File: src/rtl/mcb_pkg.sv
// shared types, codes and morse pattern tables for the morse code beacon
package mcb_pkg;

	localparam int BUF_DEPTH_DEF = 512;
	localparam int NUM_REGS      = 6;

	typedef enum logic [1:0] {
		OP_CLEAR  = 2'd0,
		OP_APPEND = 2'd1,
		OP_START  = 2'd2,
		OP_TICK   = 2'd3
	} op_t;

	typedef enum logic [2:0] {
		CODE_NONE      = 3'd0,
		CODE_DOT       = 3'd1,
		CODE_DASH      = 3'd2,
		CODE_SYM_GAP   = 3'd3,
		CODE_CHAR_GAP  = 3'd4,
		CODE_WORD_GAP  = 3'd5,
		CODE_SENT_GAP  = 3'd6,
		CODE_SPARE     = 3'd7
	} code_t;

	typedef enum logic [2:0] {
		REG_DOT      = 3'd0,
		REG_DASH     = 3'd1,
		REG_SYM_GAP  = 3'd2,
		REG_CHAR_GAP = 3'd3,
		REG_WORD_GAP = 3'd4,
		REG_SENT_GAP = 3'd5
	} reg_idx_t;

	localparam logic [7:0] REG_RESET [NUM_REGS] = '{8'd1, 8'd3, 8'd1, 8'd3, 8'd7, 8'd7};

	typedef enum logic [1:0] {
		CLS_ALNUM = 2'd0,
		CLS_WORD  = 2'd1,
		CLS_SENT  = 2'd2,
		CLS_OTHER = 2'd3
	} char_cls_t;

	typedef enum logic [1:0] {
		PUSH_CHAR_GAP = 2'd0,
		PUSH_STEP     = 2'd1,
		PUSH_WORD     = 2'd2,
		PUSH_SENT     = 2'd3
	} push_sel_t;

	// symbol count and dash mask, first symbol in bit 0
	typedef struct packed {
		logic [2:0] len;
		logic [4:0] dash;
	} pat_t;

	localparam pat_t LETTER_PATS [26] = '{
		{3'd2, 5'b00010}, {3'd4, 5'b00001}, {3'd4, 5'b00101}, {3'd3, 5'b00001},
		{3'd1, 5'b00000}, {3'd4, 5'b00100}, {3'd3, 5'b00011}, {3'd4, 5'b00000},
		{3'd2, 5'b00000}, {3'd4, 5'b01110}, {3'd3, 5'b00101}, {3'd4, 5'b00010},
		{3'd2, 5'b00011}, {3'd2, 5'b00001}, {3'd3, 5'b00111}, {3'd4, 5'b00110},
		{3'd4, 5'b01011}, {3'd3, 5'b00010}, {3'd3, 5'b00000}, {3'd1, 5'b00001},
		{3'd3, 5'b00100}, {3'd4, 5'b01000}, {3'd3, 5'b00110}, {3'd4, 5'b01001},
		{3'd4, 5'b01101}, {3'd4, 5'b00011}
	};

	localparam pat_t DIGIT_PATS [10] = '{
		{3'd5, 5'b11111}, {3'd5, 5'b11110}, {3'd5, 5'b11100}, {3'd5, 5'b11000},
		{3'd5, 5'b10000}, {3'd5, 5'b00000}, {3'd5, 5'b00001}, {3'd5, 5'b00011},
		{3'd5, 5'b00111}, {3'd5, 5'b01111}
	};

	typedef struct packed {
		logic      latch_item;
		logic      do_clear;
		logic      do_start;
		logic      tick_dec;
		logic      tick_end;
		logic      rd_issue;
		logic      tick_apply;
		logic      push_en;
		push_sel_t push_sel;
		logic      step_inc;
		logic      set_alnum;
		logic      clr_alnum;
		logic      out_load;
	} dp_cmd_t;

	typedef struct packed {
		op_t       op;
		char_cls_t cls;
		logic      last_alnum;
		logic      step_last;
		logic      busy;
		logic      ticks_zero;
		logic      at_end;
	} dp_sts_t;

endpackage

File: src/rtl/morse_code_beacon.sv
// top level of the morse code beacon: controller, datapath and config port
//
//  channel  | signals                                   | direction | transfer
//  item     | item_valid item_stall operation char_code | in        | valid & !stall
//           | repeat_mode                               |           |
//  result   | result_valid result_stall led_on encoding | out       | valid & !stall
//           | repeating overflow                        |           |
//  cfg      | cfg_valid cfg_ready cfg_index cfg_data    | in        | valid & ready
//
// clear, start, other appends and ticks that play no entry step through the idle,
// execute and done states; a tick that plays an entry adds an apply state for the
// registered buffer read. an alphanumeric append adds a symbol step per symbol and
// symbol gap, set by the single buffer write port writing one entry per cycle.
// asynchronous active-low reset clears all control state; the buffer needs no clearing.
// the next transaction is accepted while a result waits; a result still stalled when
// the next one is ready holds the block in its final step until taken.
module morse_code_beacon import mcb_pkg::*; #(
	parameter int BUFFER_DEPTH = BUF_DEPTH_DEF
) (
	input  logic       clk,
	input  logic       arst_n,
	input  logic       item_valid,
	output logic       item_stall,
	input  logic [1:0] operation,
	input  logic [7:0] char_code,
	input  logic       repeat_mode,
	output logic       result_valid,
	input  logic       result_stall,
	output logic       led_on,
	output logic       encoding,
	output logic       repeating,
	output logic       overflow,
	input  logic       cfg_valid,
	output logic       cfg_ready,
	input  logic [2:0] cfg_index,
	input  logic [7:0] cfg_data
);

	dp_cmd_t cmd;
	dp_sts_t sts;

	// always ready; writes belong to times with no transaction in flight
	assign cfg_ready = 1'b1;

	mcb_ctrl u_ctrl (
		.clk          (clk),
		.arst_n       (arst_n),
		.item_valid   (item_valid),
		.item_stall   (item_stall),
		.result_valid (result_valid),
		.result_stall (result_stall),
		.sts          (sts),
		.cmd          (cmd)
	);

	mcb_datapath #(
		.BUFFER_DEPTH (BUFFER_DEPTH)
	) u_datapath (
		.clk         (clk),
		.arst_n      (arst_n),
		.cmd         (cmd),
		.sts         (sts),
		.operation   (operation),
		.char_code   (char_code),
		.repeat_mode (repeat_mode),
		.cfg_valid   (cfg_valid),
		.cfg_index   (cfg_index),
		.cfg_data    (cfg_data),
		.led_on      (led_on),
		.encoding    (encoding),
		.repeating   (repeating),
		.overflow    (overflow)
	);

endmodule

File: src/rtl/mcb_datapath.sv
// datapath: item latch, code buffer, play counters, config registers, result register
module mcb_datapath import mcb_pkg::*; #(
	parameter int BUFFER_DEPTH = BUF_DEPTH_DEF
) (
	input  logic       clk,
	input  logic       arst_n,
	input  dp_cmd_t    cmd,
	output dp_sts_t    sts,
	input  logic [1:0] operation,
	input  logic [7:0] char_code,
	input  logic       repeat_mode,
	input  logic       cfg_valid,
	input  logic [2:0] cfg_index,
	input  logic [7:0] cfg_data,
	output logic       led_on,
	output logic       encoding,
	output logic       repeating,
	output logic       overflow
);

	localparam int CW = $clog2(BUFFER_DEPTH + 1);
	localparam int AW = $clog2(BUFFER_DEPTH);

	logic [1:0]    op_q;
	logic [7:0]    char_q;
	logic          rep_q;
	logic [3:0]    step_q;

	logic [2:0]    mem [BUFFER_DEPTH];
	logic [2:0]    rd_data_q;

	logic [CW-1:0] entry_count_q;
	logic [CW-1:0] play_index_q;
	logic [7:0]    ticks_q;
	logic          led_q;
	logic          busy_q;
	logic          repeat_q;
	logic          alnum_q;
	logic          overflow_q;
	logic [7:0]    regs_q [NUM_REGS];

	logic [7:0]    up;
	logic          is_letter;
	logic          is_digit;
	logic          is_space;
	logic          is_sent;
	char_cls_t     cls;
	pat_t          pat;
	code_t         step_code;
	code_t         push_code;
	logic          full;
	logic [7:0]    dur;

	// character classification
	always_comb begin
		up        = (char_q >= 8'h61 && char_q <= 8'h7a) ? char_q - 8'd32 : char_q;
		is_letter = (up >= 8'h41 && up <= 8'h5a);
		is_digit  = (char_q >= 8'h30 && char_q <= 8'h39);
		is_space  = (char_q == 8'h20) || (char_q == 8'h09) || (char_q == 8'h0a) ||
			(char_q == 8'h0b) || (char_q == 8'h0c);
		is_sent   = (char_q == 8'h2e) || (char_q == 8'h21) || (char_q == 8'h3f);
		priority if (is_letter || is_digit) begin
			cls = CLS_ALNUM;
		end else if (is_space) begin
			cls = CLS_WORD;
		end else if (is_sent) begin
			cls = CLS_SENT;
		end else begin
			cls = CLS_OTHER;
		end
		if (is_letter) begin
			pat = LETTER_PATS[5'(up - 8'h41)];
		end else if (is_digit) begin
			pat = DIGIT_PATS[4'(char_q - 8'h30)];
		end else begin
			pat = '0;
		end
	end

	// even steps are symbols, odd steps are symbol gaps
	always_comb begin
		if (step_q[0]) begin
			step_code = CODE_SYM_GAP;
		end else if (pat.dash[step_q[3:1]]) begin
			step_code = CODE_DASH;
		end else begin
			step_code = CODE_DOT;
		end
		unique case (cmd.push_sel)
			PUSH_CHAR_GAP: push_code = CODE_CHAR_GAP;
			PUSH_STEP:     push_code = step_code;
			PUSH_WORD:     push_code = CODE_WORD_GAP;
			PUSH_SENT:     push_code = CODE_SENT_GAP;
			default:       push_code = CODE_NONE;
		endcase
	end

	assign full = (entry_count_q == CW'(BUFFER_DEPTH));

	always_comb begin
		unique case (code_t'(rd_data_q))
			CODE_DOT:      dur = regs_q[REG_DOT];
			CODE_DASH:     dur = regs_q[REG_DASH];
			CODE_SYM_GAP:  dur = regs_q[REG_SYM_GAP];
			CODE_CHAR_GAP: dur = regs_q[REG_CHAR_GAP];
			CODE_WORD_GAP: dur = regs_q[REG_WORD_GAP];
			CODE_SENT_GAP: dur = regs_q[REG_SENT_GAP];
			default:       dur = 8'd0;
		endcase
	end

	always_comb begin
		sts.op         = op_t'(op_q);
		sts.cls        = cls;
		sts.last_alnum = alnum_q;
		sts.step_last  = (step_q == {pat.len, 1'b0} - 4'd2);
		sts.busy       = busy_q;
		sts.ticks_zero = (ticks_q == 8'd0);
		sts.at_end     = (play_index_q >= entry_count_q);
	end

	// item latch and step counter
	always_ff @(posedge clk) begin
		if (cmd.latch_item) begin
			op_q   <= operation;
			char_q <= char_code;
			rep_q  <= repeat_mode;
			step_q <= 4'd0;
		end else if (cmd.step_inc) begin
			step_q <= step_q + 4'd1;
		end
	end

	// code buffer
	always_ff @(posedge clk) begin
		if (cmd.push_en && !full) begin
			mem[entry_count_q[AW-1:0]] <= push_code;
		end
		if (cmd.rd_issue) begin
			rd_data_q <= mem[play_index_q[AW-1:0]];
		end
	end

	always_ff @(posedge clk or negedge arst_n) begin
		if (!arst_n) begin
			entry_count_q <= '0;
			play_index_q  <= '0;
			ticks_q       <= 8'd0;
			led_q         <= 1'b0;
			busy_q        <= 1'b0;
			repeat_q      <= 1'b0;
			alnum_q       <= 1'b0;
			overflow_q    <= 1'b0;
			for (int i = 0; i < NUM_REGS; i++) begin
				regs_q[i] <= REG_RESET[i];
			end
		end else begin
			if (cfg_valid && cfg_index < 3'(NUM_REGS)) begin
				regs_q[cfg_index] <= cfg_data;
			end
			if (cmd.do_clear) begin
				entry_count_q <= '0;
				play_index_q  <= '0;
				ticks_q       <= 8'd0;
				led_q         <= 1'b0;
				busy_q        <= 1'b0;
				alnum_q       <= 1'b0;
				overflow_q    <= 1'b0;
			end
			if (cmd.do_start) begin
				play_index_q <= '0;
				ticks_q      <= 8'd0;
				led_q        <= 1'b0;
				busy_q       <= 1'b1;
				repeat_q     <= rep_q;
			end
			if (cmd.tick_dec) begin
				ticks_q <= ticks_q - 8'd1;
			end
			if (cmd.tick_end) begin
				led_q        <= 1'b0;
				play_index_q <= '0;
				ticks_q      <= 8'd0;
				if (!repeat_q) begin
					busy_q <= 1'b0;
				end
			end
			if (cmd.tick_apply) begin
				led_q        <= !led_q;
				ticks_q      <= (dur != 8'd0) ? dur - 8'd1 : 8'd0;
				play_index_q <= play_index_q + CW'(1);
			end
			if (cmd.push_en) begin
				if (full) begin
					overflow_q <= 1'b1;
				end else begin
					entry_count_q <= entry_count_q + CW'(1);
				end
			end
			if (cmd.set_alnum) begin
				alnum_q <= 1'b1;
			end else if (cmd.clr_alnum) begin
				alnum_q <= 1'b0;
			end
		end
	end

	// result register, held while the result waits
	always_ff @(posedge clk) begin
		if (cmd.out_load) begin
			led_on    <= led_q;
			encoding  <= busy_q;
			repeating <= repeat_q;
			overflow  <= overflow_q;
		end
	end

	a_count_bound: assert property (@(posedge clk) disable iff (!arst_n)
		entry_count_q <= CW'(BUFFER_DEPTH))
		else $error("entry count beyond buffer depth");

	a_play_bound: assert property (@(posedge clk) disable iff (!arst_n)
		play_index_q <= entry_count_q)
		else $error("play index past message end");

	a_full_overflow: assert property (@(posedge clk) disable iff (!arst_n)
		(cmd.push_en && full && !cmd.do_clear) |=> overflow_q)
		else $error("dropped entry without overflow flag");

	a_apply_valid: assert property (@(posedge clk) disable iff (!arst_n)
		cmd.tick_apply |-> (play_index_q < entry_count_q) && busy_q)
		else $error("entry played outside the message");

endmodule

File: src/rtl/mcb_ctrl.sv
// controller: item sequencing, append expansion steps and result handshake
module mcb_ctrl import mcb_pkg::*; (
	input  logic    clk,
	input  logic    arst_n,
	input  logic    item_valid,
	output logic    item_stall,
	output logic    result_valid,
	input  logic    result_stall,
	input  dp_sts_t sts,
	output dp_cmd_t cmd
);

	typedef enum logic [2:0] {
		S_IDLE,
		S_EXEC,
		S_SYM,
		S_TICK_APPLY,
		S_DONE
	} state_t;

	state_t state_q;
	state_t state_d;
	logic   result_valid_q;

	assign item_stall   = (state_q != S_IDLE);
	assign result_valid = result_valid_q;

	always_comb begin
		cmd     = '0;
		state_d = state_q;
		unique case (state_q)
			S_IDLE: begin
				if (item_valid) begin
					cmd.latch_item = 1'b1;
					state_d        = S_EXEC;
				end
			end
			S_EXEC: begin
				state_d = S_DONE;
				unique case (sts.op)
					OP_CLEAR: cmd.do_clear = 1'b1;
					OP_START: cmd.do_start = 1'b1;
					OP_APPEND: begin
						unique case (sts.cls)
							CLS_ALNUM: begin
								// character gap only between adjacent alphanumerics
								if (sts.last_alnum) begin
									cmd.push_en  = 1'b1;
									cmd.push_sel = PUSH_CHAR_GAP;
								end
								state_d = S_SYM;
							end
							CLS_WORD: begin
								cmd.push_en   = 1'b1;
								cmd.push_sel  = PUSH_WORD;
								cmd.clr_alnum = 1'b1;
							end
							CLS_SENT: begin
								cmd.push_en   = 1'b1;
								cmd.push_sel  = PUSH_SENT;
								cmd.clr_alnum = 1'b1;
							end
							default: cmd.clr_alnum = 1'b1;
						endcase
					end
					OP_TICK: begin
						priority if (!sts.busy) begin
							state_d = S_DONE;
						end else if (!sts.ticks_zero) begin
							cmd.tick_dec = 1'b1;
						end else if (sts.at_end) begin
							cmd.tick_end = 1'b1;
						end else begin
							cmd.rd_issue = 1'b1;
							state_d      = S_TICK_APPLY;
						end
					end
					default: state_d = S_DONE;
				endcase
			end
			S_SYM: begin
				cmd.push_en  = 1'b1;
				cmd.push_sel = PUSH_STEP;
				cmd.step_inc = 1'b1;
				if (sts.step_last) begin
					cmd.set_alnum = 1'b1;
					state_d       = S_DONE;
				end
			end
			S_TICK_APPLY: begin
				cmd.tick_apply = 1'b1;
				state_d        = S_DONE;
			end
			S_DONE: begin
				// wait until the result register is free
				if (!(result_valid_q && result_stall)) begin
					cmd.out_load = 1'b1;
					state_d      = S_IDLE;
				end
			end
			default: state_d = S_IDLE;
		endcase
	end

	always_ff @(posedge clk or negedge arst_n) begin
		if (!arst_n) begin
			state_q        <= S_IDLE;
			result_valid_q <= 1'b0;
		end else begin
			state_q <= state_d;
			if (cmd.out_load) begin
				result_valid_q <= 1'b1;
			end else if (!result_stall) begin
				result_valid_q <= 1'b0;
			end
		end
	end

	a_one_result: assert property (@(posedge clk) disable iff (!arst_n)
		cmd.out_load |-> !(result_valid_q && result_stall))
		else $error("result overwritten while waiting");

	a_latch_idle: assert property (@(posedge clk) disable iff (!arst_n)
		cmd.latch_item |-> state_q == S_IDLE)
		else $error("item latched while busy");

	a_apply_after_read: assert property (@(posedge clk) disable iff (!arst_n)
		cmd.tick_apply |-> $past(cmd.rd_issue))
		else $error("entry applied without buffer read");

endmodule

File: config.mk
export PLATFORM = sky130hd
export DESIGN_NAME = morse_code_beacon
export DESIGN_NICKNAME = d
export VERILOG_FILES = /design/src/rtl/mcb_pkg.sv /design/src/rtl/morse_code_beacon.sv /design/src/rtl/mcb_datapath.sv /design/src/rtl/mcb_ctrl.sv
export SDC_FILE = /design/constraint.sdc
export NUM_CORES = 2
export LEC_CHECK = 0
export ABC_AREA = 1
export BUFFER_PORTS_ARGS = -buffer_cell sky130_fd_sc_hd__buf_2
export CORE_MARGIN = 2
export CORE_UTILIZATION = 34
export DETAILED_ROUTE_END_ITERATION = 8
export MAX_ROUTING_LAYER = met4
export SETUP_SLACK_MARGIN = 0.05
export SLEW_MARGIN = 20
export SYNTH_ARGS = -nofsm -noshare
export SYNTH_HDL_FRONTEND = slang
export SYNTH_SLANG_ARGS = --single-unit
File: constraint.sdc
create_clock -name clk -period 26.6 [get_ports clk]
set_input_delay 2.66 -clock clk [delete_from_list [all_inputs] [get_ports clk]]
set_output_delay 2.66 -clock clk [all_outputs]
set_load 0.05 [all_outputs]
After elaboration in Yosys (flattened, before gate mapping)
Memories as Yosys holds them, arrays and structs flattened. A register that Yosys moved wholly into a read port is not among the register bits.
Cells that the tools add are included.

word-level totals
  bits in registers = 104
  bits in writable memories = 1536
  bits in read-only memories = 384
  input port bits = 27
  output and inout port bits = 7
  word-level logic and storage cells = 192
  memories = 3

memories
  name              words  bits a word  rd ports  clocked after Yosys merged registers in  wr ports  RTL line            text
  u_datapath.mem    512    3            1         1                                        1         mcb_datapath.sv:29  logic [2:0] mem [BUFFER_DEPTH];
  (name not given)  32     8            1         0                                        0         mcb_datapath.sv:72  pat = LETTER_PATS[5'(up - 8'h41)];
  (name not given)  16     8            1         0                                        0         mcb_datapath.sv:74  pat = DIGIT_PATS[4'(char_q - 8'h30)];

cells by class
  add/subtract/negate cells = 9
  $lt $le $gt $ge = 13
  equality and inequality tests = 32
  multiplexer cells = 81
  bitwise gates (word level) = 3
  reductions and logical operators = 27

operators with widths
  operator                                                                          number
  8-bit two-way mux                                                                 14
  10-bit two-way mux                                                                7
  48-bit bitwise mux                                                                1
  8-bit one-hot mux with 6 select lines                                             1
  3-bit two-way mux                                                                 12
  1-bit two-way mux                                                                 33
  8-bit by 4-bit equality test with 1-bit output, second input constant             4
  8-bit by 6-bit equality test with 1-bit output, second input constant             4
  8-bit demux with 3-bit select                                                     1
  10-bit by 1-bit adder with 10-bit output, second input constant                   2
  8-bit by 7-bit >= comparator with 1-bit output, second input constant             2
  8-bit by 7-bit less-or-equal comparator with 1-bit output, second input constant  2
  8-bit by 1-bit subtractor with 8-bit output, second input constant                2
  3-bit one-hot mux with 5 select lines                                             1
  3-bit by 2-bit equality test with 1-bit output, second input constant             4
  3-bit equality test, second input constant                                        4
  3-bit one-hot mux with 2 select lines                                             2
  3-bit one-hot mux with 4 select lines                                             1
  10-bit equality test, second input constant                                       1
  2-bit equality test, second input constant                                        5
  10-bit >= comparator                                                              1
  2-bit two-way mux                                                                 5
  3-bit one-hot mux with 3 select lines                                             1
  8-bit by 6-bit >= comparator with 1-bit output, second input constant             1
  other kinds (33)                                                                  54

Depth between registers and ports, before layout
  depth in word-level cells = 14
  mapped depth = 24
  depth with buffers taken out = 24

By module
From an unflattened synthesis, not the netlist that was laid out.

unflattened totals
  cells, all modules = 6868
  area, all modules = 71631.2 sq um

modules (own cells, without submodules)
  module             times used  cells each  area each (sq um)  sequential area each (sq um)
  mcb_datapath       1           6792        71187.0            48786.8
  mcb_ctrl           1           74          432.9              100.1
  morse_code_beacon  1           2           11.3               0.0

Worst setup path after synthesis
Ideal clock, no wire load.

  path type = register to register
  from = register u_datapath.char_q[0]
  to = memory u_datapath.mem[0][1], data pin
  arrival time = 15.856 ns
  required time = 23.653 ns
  path slack = 7.797 ns
  cell stages (with the launch flop) = 18
  clock period less this slack = 18.803 ns
  cell sequence = edfxtp_1 inv_1 ha_1 inv_1 ha_1 clkbuf_1 nand2_1 o21ai_0 nand2_1 nand3_1 nand2_1 nand2_1 nand2_1 nand2_1 nand3_1 nand2_1 nand2_1 a21oi_1

between the ends
  cells in the longest elaborated chain, start to end = 14

ends and longest elaborated chain
  item                                                                                                                                RTL line             text
  from (decl)                                                                                                                         mcb_datapath.sv:25   logic [7:0] char_q;
  from (signal assigned)                                                                                                              mcb_datapath.sv:126  char_q <= char_code;
  8-bit by 7-bit >= comparator with 1-bit output / 8-bit by 7-bit less-or-equal comparator with 1-bit output (equally long branches)  mcb_datapath.sv:56   up = (char_q >= 8'h61 && char_q <= 8'h7a) ? char_q - 8'd32 : char_q;
  1-bit logical AND                                                                                                                   mcb_datapath.sv:56
  8-bit two-way mux                                                                                                                   mcb_datapath.sv:56
  5-bit by 1-bit subtractor with 5-bit output                                                                                         mcb_datapath.sv:72
  5-bit NOT with 6-bit output (not written as such)                                                                                   mcb_datapath.sv:72
  memory read 32 x 8 bit                                                                                                              --
  8-bit two-way mux (not written as such) (2 in series)                                                                               mcb_datapath.sv:72
  8-bit two-way mux                                                                                                                   mcb_datapath.sv:71   if (is_letter) begin
  1-bit binary-select mux with 3-bit select                                                                                           mcb_datapath.sv:84   end else if (pat.dash[step_q[3:1]]) begin
  1-bit two-way mux (not written as such)                                                                                             mcb_datapath.sv:84
  2-bit two-way mux                                                                                                                   mcb_datapath.sv:84
  3-bit two-way mux                                                                                                                   mcb_datapath.sv:82   if (step_q[0]) begin
  3-bit one-hot mux with 4 select lines (*)                                                                                           mcb_datapath.sv:89   unique case (cmd.push_sel)
  via u_datapath.push_code[1]                                                                                                         mcb_datapath.sv:50   code_t push_code;
  to (decl)                                                                                                                           mcb_datapath.sv:29

The timed path passes the listed nets; every way through them passes the cells marked *. The select of a mux whose other input is x is not followed.

Worst setup path after layout
  from = register u_datapath.char_q[0]
  to = memory u_datapath.mem[309][0], data pin

Same word-level chain as after synthesis.

==> flow_summary.rst <==
.. list-table::
   :header-rows: 1

   * - Metric
     - Value
   * - Run status
     - completed
   * - Peak Freq
     - 188 MHz
   * - Post-CTS Repair Setup Buffers
     - 0
   * - WHS Endpoint
     - u_datapath.encoding
   * - Slew @ Worst Pin
     - 1.10 ns
   * - WP data required
     - 27.06 ns
   * - Placed wire-length estimate
     - 106000 um
   * - Clock H-tree levels
     - 4
   * - Number of nets at the end of the flow
     - 6558
   * - Count of different cell masters after synthesis
     - 45
   * - Largest area contributor in the synthesized netlist
     - sky130_fd_sc_hd__edfxtp_1
   * - Class of the most critical setup path
     - reg -> reg
   * - Hold/Removal Path Class
     - reg -> reg
   * - Average cell area after synthesis
     - 10.6 um^2
   * - Worst slew margin relative to its limit
     - 26.3%
   * - Capturing element type of the critical path
     - register
   * - Xor and xnor area share after synthesis
     - 0.161%
   * - Share of post-route cells with drive strength above 1
     - 5.94%
   * - Remaining Overflow, GRT
     - 0
   * - Post-synthesis adder-cell area fraction
     - 0.549%
   * - Die area
     - 212000 um^2
   * - Multiplexer share of the synthesized area
     - 0%
   * - Detail-routed net length per standard cell
     - 20.3 um
   * - Number of nets with antenna violations after routing
     - 0
   * - Largest net degree at the start of global routing
     - 211
   * - Area of the core
     - 207000 um^2
   * - Post-Synthesis Cell Area
     - 70700 um^2
   * - Min Tclk post-route
     - 5.31 ns
   * - Startpoint of the worst register-to-register path
     - u_datapath.char_q[0]
   * - Port-buffer cells
     - 32
   * - Number of buffers on the longest clock path
     - 3
   * - Die boundary width
     - 460 um
   * - Hold Crit Start
     - u_datapath.busy_q
   * - Post-Synthesis Cells
     - 6646
   * - Post-route worst hold slack
     - 0.464 ns
   * - # Max-Cap Violations
     - 0
   * - Clock-pin slew of the registers on the worst-case setup and hold paths
     - 0.06 ns
   * - Fraction of the mapped netlist area in compound gates
     - 6.73%
   * - First-pass GRT wire length
     - 287000 um
   * - Vias per std cell
     - 5.17
   * - CP Max Fanout
     - 153
   * - Reg-to-Reg End
     - u_datapath.mem[309][0]
   * - Startpoint class of the critical path
     - register
   * - P per Cell Area
     - 72.0 nW/um^2
   * - Share of the cycle needed by the critical path after routing
     - 20.0%
   * - Via count of the first global-routing pass
     - 47300
   * - LEAKAGE
     - 29.8 nW
   * - Final routed DRC violation total
     - 0
   * - Total of warnings raised by yosys
     - 0
   * - Count of state elements after synthesis
     - 1643
   * - Count of pins over their slew limit
     - 0
   * - Global placement routability congestion
     - 0.894
   * - Leading cell types by total area after synthesis
     - sky130_fd_sc_hd__edfxtp_1, sky130_fd_sc_hd__nor2_1, sky130_fd_sc_hd__nand2_1
   * - Share of the yosys chip area belonging to registers
     - 69.2%
   * - Initial cell density of the core
     - 34.2%
   * - First drt pass iteration count
     - 7
   * - Nets in the synthesized netlist
     - 6704
   * - Insertion delay to the later sink of the worst-skew pair
     - 0.81 ns
   * - Post-CTS Hold Buffers
     - 0
   * - Unrepaired setup endpoints after global routing
     - no
   * - First DRT Iteration DRCs
     - 4987
   * - Setup violation total in the final timing report
     - 0
   * - Signal arrival time at the worst endpoint
     - 5.77 ns
   * - GR Layer Usage met3
     - 2.61%
   * - Max Clock Skew
     - 0.0302 ns
   * - Ys flop type
     - sky130_fd_sc_hd__edfxtp_1
   * - Post-synthesis simple-gate area fraction
     - 19.3%
   * - Floorplan row count
     - 167
   * - DRT Wirelength
     - 189000 um
   * - Peak supply drop
     - 0.0000675 V
   * - Endpoints failing hold
     - 0
   * - Number of flops mapped to enable cells by yosys
     - 1554
   * - IO Pins
     - 34
   * - Sum Neg Setup Slack
     - 0 ns
   * - Area share of the largest cell type after synthesis
     - 66.0%
   * - Number of antenna violations at the first check in global routing
     - 4
   * - Dominant combinational cell family by area after synthesis
     - simple AND/OR/NAND/NOR gates
   * - Worst setup path startpoint
     - u_datapath.char_q[0]
   * - Met2 GRT Util
     - 29.2%
   * - Register-to-register setup slack
     - 21.29 ns
   * - Library cell used as clock root buffer
     - sky130_fd_sc_hd__clkbuf_16
   * - Cts bufs inserted
     - 174
   * - Number of sinks driven by the clock tree
     - 1643
   * - CTS tree
     - done
   * - Cell count of the worst hold path
     - 0
   * - Async set or reset register ratio after synthesis
     - 5.17%
   * - Tot GR Track Use
     - 18.1%
   * - Met1 capacity usage during global routing
     - 23.6%
   * - Top Usage Layer GRT
     - met2
   * - Worst reg-to-reg path cell count
     - 16
   * - Area growth syn-to-layout
     - 11.0%
   * - Vias
     - 48300
   * - Number of gates resized after CTS
     - 0
   * - Overall die height
     - 460 um
worst max-delay path: stages, from the launching register on:
cell	delay, ns
sky130_fd_sc_hd__edfxtp_1	0.51
sky130_fd_sc_hd__inv_1	0.20
sky130_fd_sc_hd__ha_1	0.32
sky130_fd_sc_hd__nand2_1	0.12
sky130_fd_sc_hd__nand2_1	0.05
sky130_fd_sc_hd__o21ai_0	0.34
sky130_fd_sc_hd__nand2_1	0.21
sky130_fd_sc_hd__nor2_1	0.24
sky130_fd_sc_hd__inv_1	0.07
sky130_fd_sc_hd__ha_1	0.29
sky130_fd_sc_hd__inv_1	0.07
sky130_fd_sc_hd__nor2_1	0.07
sky130_fd_sc_hd__or2_4	0.43
sky130_fd_sc_hd__nand2_1	0.12
sky130_fd_sc_hd__nand2_1	0.13
sky130_fd_sc_hd__inv_8	0.64
sky130_fd_sc_hd__buf_4	0.81
Yosys cell counts, types with 4 or more instances:
cell                       number
sky130_fd_sc_hd__o21ai_1       27
sky130_fd_sc_hd__dfxtp_1        4
sky130_fd_sc_hd__dfstp_2       12
sky130_fd_sc_hd__or2_2         13
sky130_fd_sc_hd__o211ai_1      80
sky130_fd_sc_hd__nor3_1        16
sky130_fd_sc_hd__nand2_1     1281
sky130_fd_sc_hd__buf_6         22
sky130_fd_sc_hd__dfrtp_1       73
sky130_fd_sc_hd__ha_1          31
sky130_fd_sc_hd__buf_1         47
sky130_fd_sc_hd__nand4_1       26
sky130_fd_sc_hd__xnor2_1        5
sky130_fd_sc_hd__inv_2          7
sky130_fd_sc_hd__inv_1        233
sky130_fd_sc_hd__buf_4          9
sky130_fd_sc_hd__clkbuf_1     193
sky130_fd_sc_hd__o21ai_0      643
sky130_fd_sc_hd__a21oi_1      101
sky130_fd_sc_hd__nand3_1      514
sky130_fd_sc_hd__o22ai_1       31
sky130_fd_sc_hd__edfxtp_1    1554
sky130_fd_sc_hd__xor2_1         8
sky130_fd_sc_hd__nand4_4        6
sky130_fd_sc_hd__clkinv_1       5
sky130_fd_sc_hd__buf_2        147
sky130_fd_sc_hd__nor2_1      1532
kinds of logic after synthesis:
group,after synthesis
adder cells (fa/ha/maj),31
XOR/XNOR,13
buffers and inverters,664
AO/OA/AOI/OAI,895
AND/OR/NAND/NOR,3399
other,1
flip-flops,1643
layout by cell type, fill, tap and decap left out, types with 4 or more instances in the layout:
| cell | n |
|---|---|
| sky130_fd_sc_hd__edfxtp_1 | 1554 |
| sky130_fd_sc_hd__nor2_1 | 1530 |
| sky130_fd_sc_hd__nand2_1 | 1281 |
| sky130_fd_sc_hd__o21ai_0 | 643 |
| sky130_fd_sc_hd__nand3_1 | 514 |
| sky130_fd_sc_hd__inv_1 | 231 |
| sky130_fd_sc_hd__clkbuf_16 | 176 |
| sky130_fd_sc_hd__a21oi_1 | 100 |
| sky130_fd_sc_hd__o211ai_1 | 80 |
| sky130_fd_sc_hd__dfrtp_1 | 69 |
| sky130_fd_sc_hd__buf_4 | 55 |
| sky130_fd_sc_hd__clkinv_1 | 45 |
| sky130_fd_sc_hd__clkinv_2 | 39 |
| sky130_fd_sc_hd__o22ai_1 | 31 |
| sky130_fd_sc_hd__ha_1 | 31 |
| sky130_fd_sc_hd__buf_2 | 31 |
| sky130_fd_sc_hd__o21ai_1 | 27 |
| sky130_fd_sc_hd__clkbuf_1 | 27 |
| sky130_fd_sc_hd__nand4_1 | 26 |
| sky130_fd_sc_hd__nor3_1 | 16 |
| sky130_fd_sc_hd__bufinv_16 | 14 |
| sky130_fd_sc_hd__dfstp_2 | 12 |
| sky130_fd_sc_hd__or2_2 | 11 |
| sky130_fd_sc_hd__buf_12 | 11 |
| sky130_fd_sc_hd__xor2_1 | 8 |
| sky130_fd_sc_hd__inv_6 | 7 |
| sky130_fd_sc_hd__nand4_4 | 6 |
| sky130_fd_sc_hd__xnor2_1 | 5 |
| sky130_fd_sc_hd__clkinv_8 | 4 |
| sky130_fd_sc_hd__dfxtp_1 | 4 |
area by class of cell:
| cell class | instances | area, um^2 |
|---|---|---|
| Sequential cell | 1643 | 48900 |
| Fill cell | 20100 | 128000 |
| Inverter | 245 | 950 |
| Clock buffer | 205 | 4530 |
| Timing Repair Buffer | 97 | 788 |
| Multi-Input combinational cell | 4339 | 18900 |
| Clock inverter | 109 | 965 |
| Antenna cell | 2 | 5.00 |
| Tap cell | 2704 | 3380 |
where the power goes:
group | total (mW) | switching, mW | leakage, nW | internal [mW]
Combinational | 0.398 | 0.296 | 8.93 | 0.103
Clock | 2.35 | 1.00 | 2.71 | 1.35
Sequential | 2.90 | 0.0230 | 18.1 | 2.88
Total | 5.65 | 1.32 | 29.8 | 4.33
sequential cells by signal (all words and copies together), names as in the netlist, 2 cells and up:
register / flops
u_datapath.mem: 1536
u_datapath.regs_q: 48
u_datapath.entry_count_q: 10
u_datapath.rd_data_q: 3
u_datapath.step_q: 4
u_ctrl.state_q: 3
u_datapath.char_q: 8
u_datapath.ticks_q: 8
u_datapath.op_q: 2
u_datapath.play_index_q: 10
per-stage QoR:
step / instance area [um^2] / instances / util [%] / setup WS, ns / power, mW
2_1_floorplan: 70700 / 6646 / - / 7.80 / 3.25
6_report: 78500 / 9344 / 37.9 / 21.29 / 5.65
4_1_cts: 78500 / 9342 / 37.9 / 21.36 / 5.69
5_1_grt: 78500 / 9344 / 37.9 / 20.91 / 5.84
3_3_place_gp: 73000 / 9028 / 35.3 / 21.36 / 3.35
3_5_place_dp: 73000 / 9028 / 35.3 / 21.37 / 3.35
worst max path at each step:
stage,end,cells after the start
3_3_place_gp,u_datapath.mem[168][0],16
3_5_place_dp,u_datapath.mem[317][0],16
4_1_cts,u_datapath.mem[317][0],16
5_1_grt,u_datapath.mem[308][0],16
2_1_floorplan,u_datapath.mem[0][1],17
6_report,u_datapath.mem[309][0],16
per-layer routing:
layer / up-vias / share of wire (%)
met4: 0 / 2.9
met5: - / 0
li1: 22500 / -
met1: 23800 / 43
met2: 1695 / 48
met3: 324 / 6.7
Note: power is estimated with default switching activity, not from simulation.
